### src/rtl/first_order_lowpass_filter_unit_macros.svh
// ============================================================================
// First-order low-pass filter unit: assertion macros
// Shared concurrent assertion forms for the filter RTL.
// ============================================================================
`ifndef FIRST_ORDER_LOWPASS_FILTER_UNIT_MACROS_SVH
`define FIRST_ORDER_LOWPASS_FILTER_UNIT_MACROS_SVH

// Same-cycle implication, disabled while reset is asserted.
`define FLPF_ASSERT_IMPL(label, clk, rst_n, ante, cons, msg) \
    label: assert property (@(posedge clk) disable iff (!rst_n) (ante) |-> (cons)) \
        else $error(msg);

// Next-cycle implication, disabled while reset is asserted.
`define FLPF_ASSERT_NEXT(label, clk, rst_n, ante, cons, msg) \
    label: assert property (@(posedge clk) disable iff (!rst_n) (ante) |=> (cons)) \
        else $error(msg);

`endif

### src/rtl/flpf_pkg.sv
// ============================================================================
// First-order low-pass filter package
// Register indexes, mode codes, reset values, sequencer and ALU types.
// ============================================================================
package flpf_pkg;

    localparam int CFG_IDX_W  = 3;
    localparam int CFG_DATA_W = 16;
    localparam int MODE_W     = 2;
    localparam int SHIFT_W    = 4;
    localparam int GAIN_W     = 16;
    localparam int FREQ_W     = 14;
    localparam int Q_SHIFT    = 15;
    localparam int COEF_W     = 16;
    localparam int REM_W      = 15;
    localparam int DEN_W      = 15;
    localparam int STEP_CNT_W = 4;

    localparam logic [STEP_CNT_W-1:0] STEP_LAST = 4'd15;

    localparam logic [CFG_IDX_W-1:0] CFG_ENABLE = 3'd0;
    localparam logic [CFG_IDX_W-1:0] CFG_MODE   = 3'd1;
    localparam logic [CFG_IDX_W-1:0] CFG_SHIFT  = 3'd2;
    localparam logic [CFG_IDX_W-1:0] CFG_GAIN   = 3'd3;
    localparam logic [CFG_IDX_W-1:0] CFG_CUTOFF = 3'd4;
    localparam logic [CFG_IDX_W-1:0] CFG_RATE   = 3'd5;

    localparam logic [MODE_W-1:0] MODE_SHIFT  = 2'd0;
    localparam logic [MODE_W-1:0] MODE_GAIN   = 2'd1;
    localparam logic [MODE_W-1:0] MODE_CUTOFF = 2'd2;

    localparam logic [SHIFT_W-1:0] RST_SHIFT  = 4'd4;
    localparam logic [GAIN_W-1:0]  RST_GAIN   = 16'd32768;
    localparam logic [FREQ_W-1:0]  RST_CUTOFF = 14'd1;
    localparam logic [FREQ_W-1:0]  RST_RATE   = 14'd1;

    typedef enum logic [2:0] {
        ST_IDLE,
        ST_UPDATE,
        ST_DIVIDE,
        ST_MULTIPLY,
        ST_FINISH
    } t_state;

    typedef enum logic {
        ALU_MUL,
        ALU_DIV
    } t_alu_op;

    typedef struct packed {
        t_alu_op op;
        logic    first;
    } t_alu_ctl;

endpackage

### src/rtl/first_order_lowpass_filter_unit.sv
// ============================================================================
// First-order low-pass filter unit
// Integrator-form IIR low-pass with shift, fixed-gain and cutoff-derived gain.
// ============================================================================
// Samples enter on the i_sample valid/ready channel and one filtered word
// leaves on the o_filtered valid/ready channel for every sample taken.
// Configuration is written through i_cfg_we, i_cfg_idx and i_cfg_wdata;
// the user writes it only while the unit is idle; the unit does not enforce this.
// The unit takes one sample at a time; o_sample_ready is high only when idle.
// Shift mode and the disabled case go from the update step straight to the
// final step, which loads the result register.
// Gain mode runs 16 shift-add steps on the shared adder, then the final step.
// Cutoff mode reuses a cached coefficient; after cutoff or sample_rate is
// written the next sample first runs 16 restoring divide steps on the same
// adder, recomputing the coefficient once before the multiply steps.
// The result register frees the input side: a stalled receiver only holds
// the sequencer in its final step until the previous word is taken.
// Reset clears the accumulator and the last output, invalidates the cached
// coefficient and loads the register defaults; no word is pending afterward.
// ============================================================================
`include "first_order_lowpass_filter_unit_macros.svh"

module first_order_lowpass_filter_unit import flpf_pkg::*; #(
    parameter int DATA_WIDTH = 16,
    parameter int ACC_WIDTH  = 32
) (
    input  logic                         i_clk,
    input  logic                         i_rst_n,
    input  logic                         i_cfg_we,
    input  logic [CFG_IDX_W-1:0]         i_cfg_idx,
    input  logic [CFG_DATA_W-1:0]        i_cfg_wdata,
    input  logic                         i_sample_valid,
    output logic                         o_sample_ready,
    input  logic signed [DATA_WIDTH-1:0] i_sample,
    output logic                         o_filtered_valid,
    input  logic                         i_filtered_ready,
    output logic signed [DATA_WIDTH-1:0] o_filtered
);

    localparam int PROD_W = ACC_WIDTH + COEF_W + 1;
    localparam int SUM_W  = ((ACC_WIDTH > DATA_WIDTH + 1) ? ACC_WIDTH : DATA_WIDTH + 1) + 2;
    localparam int SAT_W  = ((ACC_WIDTH + 2 > DATA_WIDTH) ? ACC_WIDTH + 2 : DATA_WIDTH) + 1;

    localparam logic signed [SUM_W-1:0] A_MAX =
        {{(SUM_W-ACC_WIDTH+1){1'b0}}, {(ACC_WIDTH-1){1'b1}}};
    localparam logic signed [SUM_W-1:0] A_MIN = ~A_MAX;
    localparam logic signed [SAT_W-1:0] Y_MAX =
        {{(SAT_W-DATA_WIDTH+1){1'b0}}, {(DATA_WIDTH-1){1'b1}}};
    localparam logic signed [SAT_W-1:0] Y_MIN = ~Y_MAX;

    t_state r_state, n_state;

    logic                         r_enable;
    logic [MODE_W-1:0]            r_mode;
    logic [SHIFT_W-1:0]           r_shift;
    logic [GAIN_W-1:0]            r_gain;
    logic [FREQ_W-1:0]            r_cutoff;
    logic [FREQ_W-1:0]            r_rate;

    logic [COEF_W-1:0]            r_k, n_k;
    logic                         r_k_ok, n_k_ok;
    logic signed [ACC_WIDTH-1:0]  r_acc, n_acc;
    logic signed [DATA_WIDTH-1:0] r_last, n_last;
    logic signed [DATA_WIDTH-1:0] r_sample, n_sample;
    logic [PROD_W-1:0]            r_prod, n_prod;
    logic [REM_W-1:0]             r_rem, n_rem;
    logic [COEF_W-1:0]            r_quo, n_quo;
    logic [STEP_CNT_W-1:0]        r_cnt, n_cnt;
    logic                         r_out_valid, n_out_valid;
    logic signed [DATA_WIDTH-1:0] r_filtered, n_filtered;

    logic                         c_accept;
    logic                         c_out_free;
    logic                         c_mul_mode;
    logic                         c_k_clear;
    logic [DEN_W-1:0]             c_den;
    logic [COEF_W-1:0]            c_quo_done;
    logic signed [SUM_W-1:0]      c_sum;
    logic signed [ACC_WIDTH-1:0]  c_acc_sat;
    logic signed [ACC_WIDTH+1:0]  c_prod_q;
    logic signed [ACC_WIDTH-1:0]  c_shifted;
    logic signed [SAT_W-1:0]      c_y_ext;
    logic signed [DATA_WIDTH-1:0] c_y;

    t_alu_ctl                     alu_ctl;
    logic [PROD_W-1:0]            alu_prod;
    logic [REM_W-1:0]             alu_rem;
    logic                         alu_qbit;

    assign c_accept   = i_sample_valid && o_sample_ready;
    assign c_out_free = !r_out_valid || i_filtered_ready;
    assign c_mul_mode = (r_mode == MODE_GAIN) || (r_mode == MODE_CUTOFF);
    assign c_k_clear  = i_cfg_we && ((i_cfg_idx == CFG_CUTOFF) || (i_cfg_idx == CFG_RATE));

    assign alu_ctl.op    = (r_state == ST_DIVIDE) ? ALU_DIV : ALU_MUL;
    assign alu_ctl.first = (r_cnt == '0);

    flpf_alu #(
        .ACC_WIDTH (ACC_WIDTH)
    ) u_alu (
        .i_ctl  (alu_ctl),
        .i_acc  (r_acc),
        .i_prod (r_prod),
        .i_rem  (r_rem),
        .i_den  (c_den),
        .o_prod (alu_prod),
        .o_rem  (alu_rem),
        .o_qbit (alu_qbit)
    );

    always_comb begin
        c_den      = {1'b0, r_cutoff} + {1'b0, r_rate};
        c_quo_done = (c_den == '0) ? '0 : {r_quo[COEF_W-2:0], alu_qbit};

        c_sum = SUM_W'(r_acc) + SUM_W'(r_sample) - SUM_W'(r_last);
        if (c_sum > A_MAX) begin
            c_acc_sat = A_MAX[ACC_WIDTH-1:0];
        end else if (c_sum < A_MIN) begin
            c_acc_sat = A_MIN[ACC_WIDTH-1:0];
        end else begin
            c_acc_sat = c_sum[ACC_WIDTH-1:0];
        end

        c_prod_q  = r_prod[PROD_W-1:Q_SHIFT];
        c_shifted = r_acc >>> r_shift;
        c_y_ext   = c_mul_mode ? SAT_W'(c_prod_q) : SAT_W'(c_shifted);
        if (c_y_ext > Y_MAX) begin
            c_y = Y_MAX[DATA_WIDTH-1:0];
        end else if (c_y_ext < Y_MIN) begin
            c_y = Y_MIN[DATA_WIDTH-1:0];
        end else begin
            c_y = c_y_ext[DATA_WIDTH-1:0];
        end
    end

    always_comb begin
        n_state = r_state;
        case (r_state)
            ST_IDLE: begin
                if (c_accept) begin
                    n_state = ST_UPDATE;
                end
            end
            ST_UPDATE: begin
                if (!r_enable) begin
                    n_state = ST_FINISH;
                end else if (r_mode == MODE_GAIN) begin
                    n_state = ST_MULTIPLY;
                end else if (r_mode == MODE_CUTOFF) begin
                    n_state = r_k_ok ? ST_MULTIPLY : ST_DIVIDE;
                end else begin
                    n_state = ST_FINISH;
                end
            end
            ST_DIVIDE: begin
                if (r_cnt == STEP_LAST) begin
                    n_state = ST_MULTIPLY;
                end
            end
            ST_MULTIPLY: begin
                if (r_cnt == STEP_LAST) begin
                    n_state = ST_FINISH;
                end
            end
            ST_FINISH: begin
                if (c_out_free) begin
                    n_state = ST_IDLE;
                end
            end
            default: begin
                n_state = ST_IDLE;
            end
        endcase
    end

    always_comb begin
        n_k         = r_k;
        n_k_ok      = r_k_ok;
        n_acc       = r_acc;
        n_last      = r_last;
        n_sample    = r_sample;
        n_prod      = r_prod;
        n_rem       = r_rem;
        n_quo       = r_quo;
        n_cnt       = r_cnt;
        n_out_valid = r_out_valid && !i_filtered_ready;
        n_filtered  = r_filtered;
        case (r_state)
            ST_IDLE: begin
                if (c_accept) begin
                    n_sample = i_sample;
                end
            end
            ST_UPDATE: begin
                n_cnt = '0;
                n_rem = REM_W'(r_cutoff);
                if (!r_enable) begin
                    n_acc  = '0;
                    n_last = '0;
                end else begin
                    n_acc = c_acc_sat;
                end
                if (r_mode == MODE_GAIN) begin
                    n_prod = {{(ACC_WIDTH+1){1'b0}}, r_gain};
                end else begin
                    n_prod = {{(ACC_WIDTH+1){1'b0}}, r_k};
                end
            end
            ST_DIVIDE: begin
                n_rem = alu_rem;
                n_quo = {r_quo[COEF_W-2:0], alu_qbit};
                n_cnt = r_cnt + 1'b1;
                if (r_cnt == STEP_LAST) begin
                    n_k    = c_quo_done;
                    n_k_ok = 1'b1;
                    n_prod = {{(ACC_WIDTH+1){1'b0}}, c_quo_done};
                end
            end
            ST_MULTIPLY: begin
                n_prod = alu_prod;
                n_cnt  = r_cnt + 1'b1;
            end
            ST_FINISH: begin
                if (c_out_free) begin
                    n_out_valid = 1'b1;
                    n_filtered  = r_enable ? c_y : '0;
                    n_last      = r_enable ? c_y : '0;
                end
            end
            default: begin
                n_cnt = '0;
            end
        endcase
    end

    always_ff @(posedge i_clk) begin
        if (!i_rst_n) begin
            r_enable <= 1'b0;
            r_mode   <= MODE_SHIFT;
            r_shift  <= RST_SHIFT;
            r_gain   <= RST_GAIN;
            r_cutoff <= RST_CUTOFF;
            r_rate   <= RST_RATE;
        end else if (i_cfg_we) begin
            case (i_cfg_idx)
                CFG_ENABLE: r_enable <= i_cfg_wdata[0];
                CFG_MODE:   r_mode   <= i_cfg_wdata[MODE_W-1:0];
                CFG_SHIFT:  r_shift  <= i_cfg_wdata[SHIFT_W-1:0];
                CFG_GAIN:   r_gain   <= i_cfg_wdata[GAIN_W-1:0];
                CFG_CUTOFF: r_cutoff <= i_cfg_wdata[FREQ_W-1:0];
                CFG_RATE:   r_rate   <= i_cfg_wdata[FREQ_W-1:0];
                default: begin
                end
            endcase
        end
    end

    always_ff @(posedge i_clk) begin
        if (!i_rst_n) begin
            r_state     <= ST_IDLE;
            r_k_ok      <= 1'b0;
            r_acc       <= '0;
            r_last      <= '0;
            r_cnt       <= '0;
            r_out_valid <= 1'b0;
        end else begin
            r_state     <= n_state;
            r_k_ok      <= c_k_clear ? 1'b0 : n_k_ok;
            r_acc       <= n_acc;
            r_last      <= n_last;
            r_cnt       <= n_cnt;
            r_out_valid <= n_out_valid;
        end
    end

    always_ff @(posedge i_clk) begin
        r_k        <= n_k;
        r_sample   <= n_sample;
        r_prod     <= n_prod;
        r_rem      <= n_rem;
        r_quo      <= n_quo;
        r_filtered <= n_filtered;
    end

    assign o_sample_ready   = (r_state == ST_IDLE);
    assign o_filtered_valid = r_out_valid;
    assign o_filtered       = r_filtered;

    `FLPF_ASSERT_NEXT(a_accept_starts, i_clk, i_rst_n, c_accept, r_state == ST_UPDATE, "Accepted sample did not start an update.")
    `FLPF_ASSERT_NEXT(a_disable_clears, i_clk, i_rst_n, r_state == ST_UPDATE && !r_enable, r_acc == '0 && r_last == '0 && r_state == ST_FINISH, "Disabled step did not clear the filter state.")
    `FLPF_ASSERT_NEXT(a_divide_to_mul, i_clk, i_rst_n, r_state == ST_DIVIDE && r_cnt == STEP_LAST, r_state == ST_MULTIPLY, "Divide did not hand over to the multiply.")
    `FLPF_ASSERT_NEXT(a_out_load, i_clk, i_rst_n, r_state == ST_FINISH && c_out_free, r_out_valid && r_state == ST_IDLE, "Finished word was not loaded into the output register.")
    `FLPF_ASSERT_NEXT(a_out_source, i_clk, i_rst_n, !r_out_valid && r_state != ST_FINISH, !r_out_valid, "Output word appeared outside the final step.")

endmodule

### src/rtl/flpf_alu.sv
// ============================================================================
// First-order low-pass filter shared step unit
// One adder serves a restoring divide step and a shift-add multiply step.
// ============================================================================
module flpf_alu import flpf_pkg::*; #(
    parameter int ACC_WIDTH = 32
) (
    input  t_alu_ctl                          i_ctl,
    input  logic signed [ACC_WIDTH-1:0]       i_acc,
    input  logic        [ACC_WIDTH+COEF_W:0]  i_prod,
    input  logic        [REM_W-1:0]           i_rem,
    input  logic        [DEN_W-1:0]           i_den,
    output logic        [ACC_WIDTH+COEF_W:0]  o_prod,
    output logic        [REM_W-1:0]           o_rem,
    output logic                              o_qbit
);

    localparam int AW = ACC_WIDTH + 1;

    logic [REM_W:0] trial;
    logic [AW-1:0]  opa;
    logic [AW-1:0]  opb;
    logic [AW-1:0]  sum;
    logic           sub;

    always_comb begin
        trial = i_ctl.first ? {1'b0, i_rem} : {i_rem, 1'b0};
        sub   = (i_ctl.op == ALU_DIV);
        if (sub) begin
            opa = AW'(trial);
            opb = ~AW'(i_den);
        end else begin
            opa = i_prod[ACC_WIDTH+COEF_W -: AW];
            opb = i_prod[0] ? AW'(i_acc) : '0;
        end
        sum    = opa + opb + AW'(sub);
        o_qbit = sub & ~sum[AW-1];
        o_rem  = o_qbit ? sum[REM_W-1:0] : trial[REM_W-1:0];
        o_prod = {sum[AW-1], sum, i_prod[COEF_W-1:1]};
    end

endmodule

### config.mk
export PLATFORM = sky130hd
export DESIGN_NAME = first_order_lowpass_filter_unit
export DESIGN_NICKNAME = d
export VERILOG_FILES = /design/src/rtl/flpf_pkg.sv /design/src/rtl/first_order_lowpass_filter_unit.sv /design/src/rtl/flpf_alu.sv
export VERILOG_INCLUDE_DIRS = /design/src /design/src/rtl
export SDC_FILE = /design/constraint.sdc
export NUM_CORES = 1
export LEC_CHECK = 0
export BUFFER_PORTS_ARGS = -buffer_cell sky130_fd_sc_hd__buf_2
export CAP_MARGIN = 30
export CORE_MARGIN = 2
export CORE_UTILIZATION = 35
export DETAILED_ROUTE_END_ITERATION = 12
export PLACE_DENSITY_LB_ADDON = 0.2
export SKIP_LAST_GASP = 1
export SLEW_MARGIN = 20
export SYNTH_ARGS = -nofsm -noshare
export SYNTH_HDL_FRONTEND = slang
export SYNTH_SLANG_ARGS = --single-unit
### constraint.sdc
create_clock -name i_clk -period 5.4 [get_ports i_clk]
set_input_delay 1.08 -clock i_clk [delete_from_list [all_inputs] [get_ports i_clk]]
set_output_delay 1.08 -clock i_clk [all_outputs]
set_load 0.02 [all_outputs]
After elaboration in Yosys (flattened, before gate mapping)
Index checks and enable logic that the tools add are counted.
Operators by class
  $add $sub $neg: 6
  $lt $le $gt $ge: 4
  eq/ne operators: 17
  shift-type cells: 1
  mux-type cells: 33
  bitwise logic cells: 4
  reductions and logical operators: 30
Operators with widths (count)
  49-bit case mux with 3 select lines: 1
  16-bit 2-to-1 mux: 8
  33-bit 2-to-1 mux: 3
  32-bit 2-to-1 mux: 3
  49-bit 2-to-1 mux: 1
  35-bit by 16-bit greater-than comparator with 1-bit output, second input constant: 1
  35-bit by 16-bit less-than comparator with 1-bit output, second input constant: 1
  35-bit 2-to-1 mux: 1
  34-bit by 32-bit greater-than comparator with 1-bit output, second input constant: 1
  34-bit by 32-bit less-than comparator with 1-bit output, second input constant: 1
  33-bit by 16-bit subtractor with 34-bit output: 1
  32-bit by 16-bit adder with 33-bit output: 1
  33-bit by 1-bit adder with 33-bit output: 1
  33-bit adder: 1
  15-bit inverter with 33-bit output: 1
  16-bit case mux with 2 select lines: 1
  32-bit by 4-bit >>> shifter with 32-bit output: 1
  15-bit case mux with 2 select lines: 1
  3-bit 2-to-1 mux: 7
  2-bit AND reduction: 10
  14-bit by 14-bit adder with 15-bit output: 1
  15-bit logical NOT: 1
  15-bit 2-to-1 mux: 1
  3-bit case mux with 5 select lines: 1
  23 further kinds: 45
Storage, ports and cells
  bits in registers: 235
  bits of input ports: 40
  output and inout port bits: 18
  logic and storage cells: 113

Depth between registers and ports, before layout
  word-level depth: 10
  gate-level depth with buffers: 24

Modules after synthesis
Synthesis repeated with hierarchy kept, for this count alone.
Second synthesis, totals
  cell total of the unflattened synthesis: 1980
  area total of the unflattened synthesis: 17817.1 µm²
By module, submodules not included
  first_order_lowpass_filter_unit: times used 1, cells each 1517, area an instance 14784.2 µm², seq. area each 5975.7 µm²
  flpf_alu: times used 1, cells each 463, area an instance 3032.9 µm², seq. area each 0.0 µm²

Worst setup path before layout
Ideal clock, no wire load.
  path type: reg2reg
  from: register r_cutoff[0]
  to: register r_prod[0], data pin
  setup time: 0.261 ns
  data arrival time: 4.542 ns
  setup slack: 0.597 ns
  stages on the path, launching flop included: 21
  buffers on the path: 1
  cells stage by stage: dfxtp_1 > ha_1 > fa_1 > a21o_1 > o21ba_1 > o21ai_2 > a211oi_1 > a211o_1 > xor2_1 > o21ai_0 > ha_1 > and3_1 > a221o_1 > a221oi_2 > a211oi_1 > o31ai_2 > a21oi_1 > o31ai_2 > buf_2 > nor3_1 > a311o_1
Between the ends
  cells in the longest elaborated chain, start to end: 10
RTL lines
  start: declaration: line first_order_lowpass_filter_unit.sv:57  | logic [FREQ_W-1:0] r_cutoff;
  start signal: assignment: line first_order_lowpass_filter_unit.sv:250  | CFG_CUTOFF: r_cutoff <= i_cfg_wdata[FREQ_W-1:0];
  14-bit by 14-bit adder with 15-bit output (*): line first_order_lowpass_filter_unit.sv:112  | c_den = {1'b0, r_cutoff} + {1'b0, r_rate};
  15-bit inverter with 33-bit output: line flpf_alu.sv:31  | opb = ~AW'(i_den);
  33-bit 2-to-1 mux: line flpf_alu.sv:29  | if (sub) begin
  33-bit adder: line flpf_alu.sv:36  | sum = opa + opb + AW'(sub);
  33-bit by 1-bit adder with 33-bit output: line flpf_alu.sv:36
  1-bit inverter: line flpf_alu.sv:37  | o_qbit = sub & ~sum[AW-1];
  1-bit bitwise AND: line flpf_alu.sv:37
  16-bit 2-to-1 mux (*): line first_order_lowpass_filter_unit.sv:113  | c_quo_done = (c_den == '0) ? '0 : {r_quo[COEF_W-2:0], alu_qbit};
  named net c_quo_done[0]: line first_order_lowpass_filter_unit.sv:77  | logic [COEF_W-1:0] c_quo_done;
  49-bit 2-to-1 mux (*): line first_order_lowpass_filter_unit.sv:213  | if (r_cnt == STEP_LAST) begin
  49-bit case mux with 3 select lines (*): line first_order_lowpass_filter_unit.sv:188  | case (r_state)
  named net n_prod[0]: line first_order_lowpass_filter_unit.sv:65  | logic [PROD_W-1:0] r_prod, n_prod;
  end signal: assignment: line first_order_lowpass_filter_unit.sv:279  | r_prod <= n_prod;
  end: declaration: line first_order_lowpass_filter_unit.sv:65
Mark *: on every way through the listed nets, which the timed path passes. The rest lies on a longest branch. The select of a mux whose other input is x is not followed.
A chain may end at the register's enable or synchronous reset.

Final worst setup path
Same ends and word-level chain as after synthesis.

==> metrics <==
most frequent cells in the layout nand2_1 (297), inv_1 (149), a21oi_1 (146), edfxtp_1 (126), nor2_1 (120); Clock Tree Buf Depth 3; clock latency on the worst-skew pair just under 0.6 ns; Comb power frac 19.5%; CP max-delay cell fa_1; Crit path required time ~5.7 ns; Synth Flop Type edfxtp_1; Final Critical Period between 5 and 6 ns; Fillers between 4000 and 5000; pin count of the biggest net entering global routing 53; PortBufs 57; Total Die Area approximately 0.049 mm^2; Pins Over Slew Limit 0; WL final 48.96 mm; CTS Root Cell clkbuf_16; Psw between 0.0015 and 0.002 W; final setup TNS 0 ns; mean post-synth cell area 8.665 um^2; Final nets 2087; CTS sink count about 230; gpl congestion a little over 0.9; Tot GR Track Use around 19%; peak supply drop ~0.23 mV; IO Pins between 50 and 60; clock-pin slew on the worst setup and hold paths about 0.06 ns; fmax ~190 MHz; Yosys reg bits ~230; Slew HR around two fifths; P_int between 0.003 and 0.004 W; Post-route DRC 0; status complete, no violations; first-pass GRT wire length about 77 mm; die height between 200 and 250 um; estimated wirelength of the detail-placed design about 36 mm; final period utilization 95.42%; Initial Util 35.51%; share of cells above drive strength 1 10.39%; RSZ-0062 raised after global routing no; crit-path max FO 15; commonest non-fill, non-tap cell in the layout nand2_1; EDFF count, synth between 100 and 150; diodes inserted 0; final hold viol count 0; crit path capture type flop; PwrDens ~270 mW/mm^2; CP bufs+invs 1; Post-synth ARST share 0%; crit path launch type flop; storage element area 0.005948 mm^2; post-synthesis cell count 1908; Die Span X between 200 and 250 um; vias between 10000 and 15000; final setup vio count 0; slowest stage delay, CP 0.41 ns; Critical Path, Cell by Cell ha_1 > fa_1 > a21o_1 > o21ba_1 > o21ai_2 > a211oi_1 > a211o_1 > xor2_1 > o21ai_0 > ha_1 > and3_1 > a221o_1 > a221oi_2 > a211oi_1 > o31ai_2 > a21oi_2 > o31ai_4 > buf_12 > nor3_1 > a311o_1; htree depth 1; initial DRC count between 900 and 1000; switch share just over 30%; row cnt 79; clock power share roughly two fifths; gr ovfl total 0; Least-Margin Pin Slew a little over 0.9 ns; Syn. warnings 0; Core ar. ~0.047 mm^2; crit path DAT 5.48 ns; P&R area growth vs syn 12.27%; # Max-Cap Violations 0; antenna violations before repair 0; Routed Antenna Nets 0; first drt pass iteration count 5; sequential power share 40.2%; Setup CP Type reg2reg; hold slack roughly 0.45 ns; vias in the first global route between 10000 and 15000; Leak Pwr between 7 and 8 nW; Hold Path Class reg2reg; syn_nets about 2100; Unique masters post-synth between 70 and 80; clock buffer count from CTS 30; routed len/inst 19.12 um; Via density about 5.5; crit-path leading delay family compound AO/OA/AOI/OAI gates; Post-Syn Area between 0.015 and 0.02 mm^2; Seq/Total Area, Yosys 35.96%; Clock Skews roughly 0.022 ns; Multi-input gate area 0.009613 mm^2; CTS tree done
-- registers in the layout (all words and copies together), names as in the netlist, 15 cells and up --
name	count
r_gain	16
r_quo	15
r_acc	32
r_rem	15
r_prod	48
r_sample	16
o_filtered	16
r_k	16
r_last	16
-- area by class of cell --
cell class,count,area share (%)
multi-input cells,1408,51.79
repair buffers,102,3.586
clock inverters,18,0.9167
flip-flops and latches,234,32.05
well taps,607,4.092
clock buffers,38,4.476
inverters,153,3.094
-- power groups by stage --
stage               registers (W)  logic, W  clock network [W]
CTS                       0.00203  0.000971            0.00207
detailed placement        0.00206  0.000963                  0
finish                    0.00203  0.000985            0.00203
global route              0.00203   0.00109            0.00214
global placement          0.00206  0.000958                  0
floorplan                 0.00205  0.000690                  0
-- what timing repair did --
action | in CTS | in global routing
buffers inserted | 0 | 1
setup endpoints to repair | 0 | 12
gates resized for setup | 0 | 3
hold buffers | 0 | 0
-- final timing paths --
check | cells past startpoint | slack (ns) | start | endpoint
worst max-delay path | 20 | 0.25 | r_cutoff[0] | r_prod[0]
worst min-delay path | 0 | 0.45 | r_quo[9] | r_quo[10]
worst max register to register | 20 | 0.25 | r_cutoff[0] | r_prod[0]
worst min register to register | 0 | 0.45 | r_quo[9] | r_quo[10]
-- cells by family (layout without fill, tap and decap cells) --
kind of cell | after synthesis | count (layout) | synth area share (%)
fa+ha+maj | 118 | 118 | 10.52
mux | 109 | 109 | 7.500
compound gates | 503 | 503 | 19.84
buf+inv | 266 | 311 | 6.258
xor+xnor | 67 | 67 | 3.549
simple gates | 611 | 611 | 16.37
flops | 234 | 234 | 35.96
-- per-layer routing --
layer  track usage [%]  up-vias  share of wire, %
li1                  -     6827                 -
met1             27.12     6796                46
met2             31.20      390                46
met3             2.775       80               5.5
met4             5.239        0               2.5
met5                 0        -                 0
-- stage by stage --
step | utilization, % | std cells | worst slack (ns) | power (W) | cell area [um^2]
final | 39.87 | 2560 | 0.2472 | 0.005039 | 18560
after global routing | 39.87 | 2560 | 0.03308 | 0.005259 | 18560
after CTS | 39.76 | 2557 | 0.1960 | 0.005065 | 18510
after detailed placement | 37.61 | 2501 | 0.2127 | 0.003027 | 17510
after global placement | 37.57 | 2499 | 0.3214 | 0.003019 | 17490
after floorplan | - | 1908 | 0.5966 | 0.002738 | 16530
-- synthesized netlist by cell type (12+ instances only) --
master    instances  area [um^2]
fa_1             35        700.7
nand3_1          42        210.2
and2_1           23        143.9
inv_1           149        559.3
a31oi_1          48        300.3
dfxtp_1         108         2162
ha_1             83         1039
xor2_1           29        254.0
nand4_1          17        106.4
a211o_1          18        157.7
buf_1            12        45.04
nand2b_1         18        112.6
nor3_1           34        170.2
edfxtp_1        126         3784
o21ai_0          89        445.4
nand2_1         297         1115
a221o_1          12        120.1
a21o_1           46        345.3
a21oi_1         147        735.7
o311a_1          14        140.1
clkbuf_1         76        285.3
o211ai_1         17        127.6
nor2b_1          17        106.4
a211oi_1         39        292.8
xnor2_1          38        332.8
nor2_1          123        461.7
mux2i_1          89        890.9
buf_2            23        115.1
No activity file was read; power rests on OpenSTA's default activity.
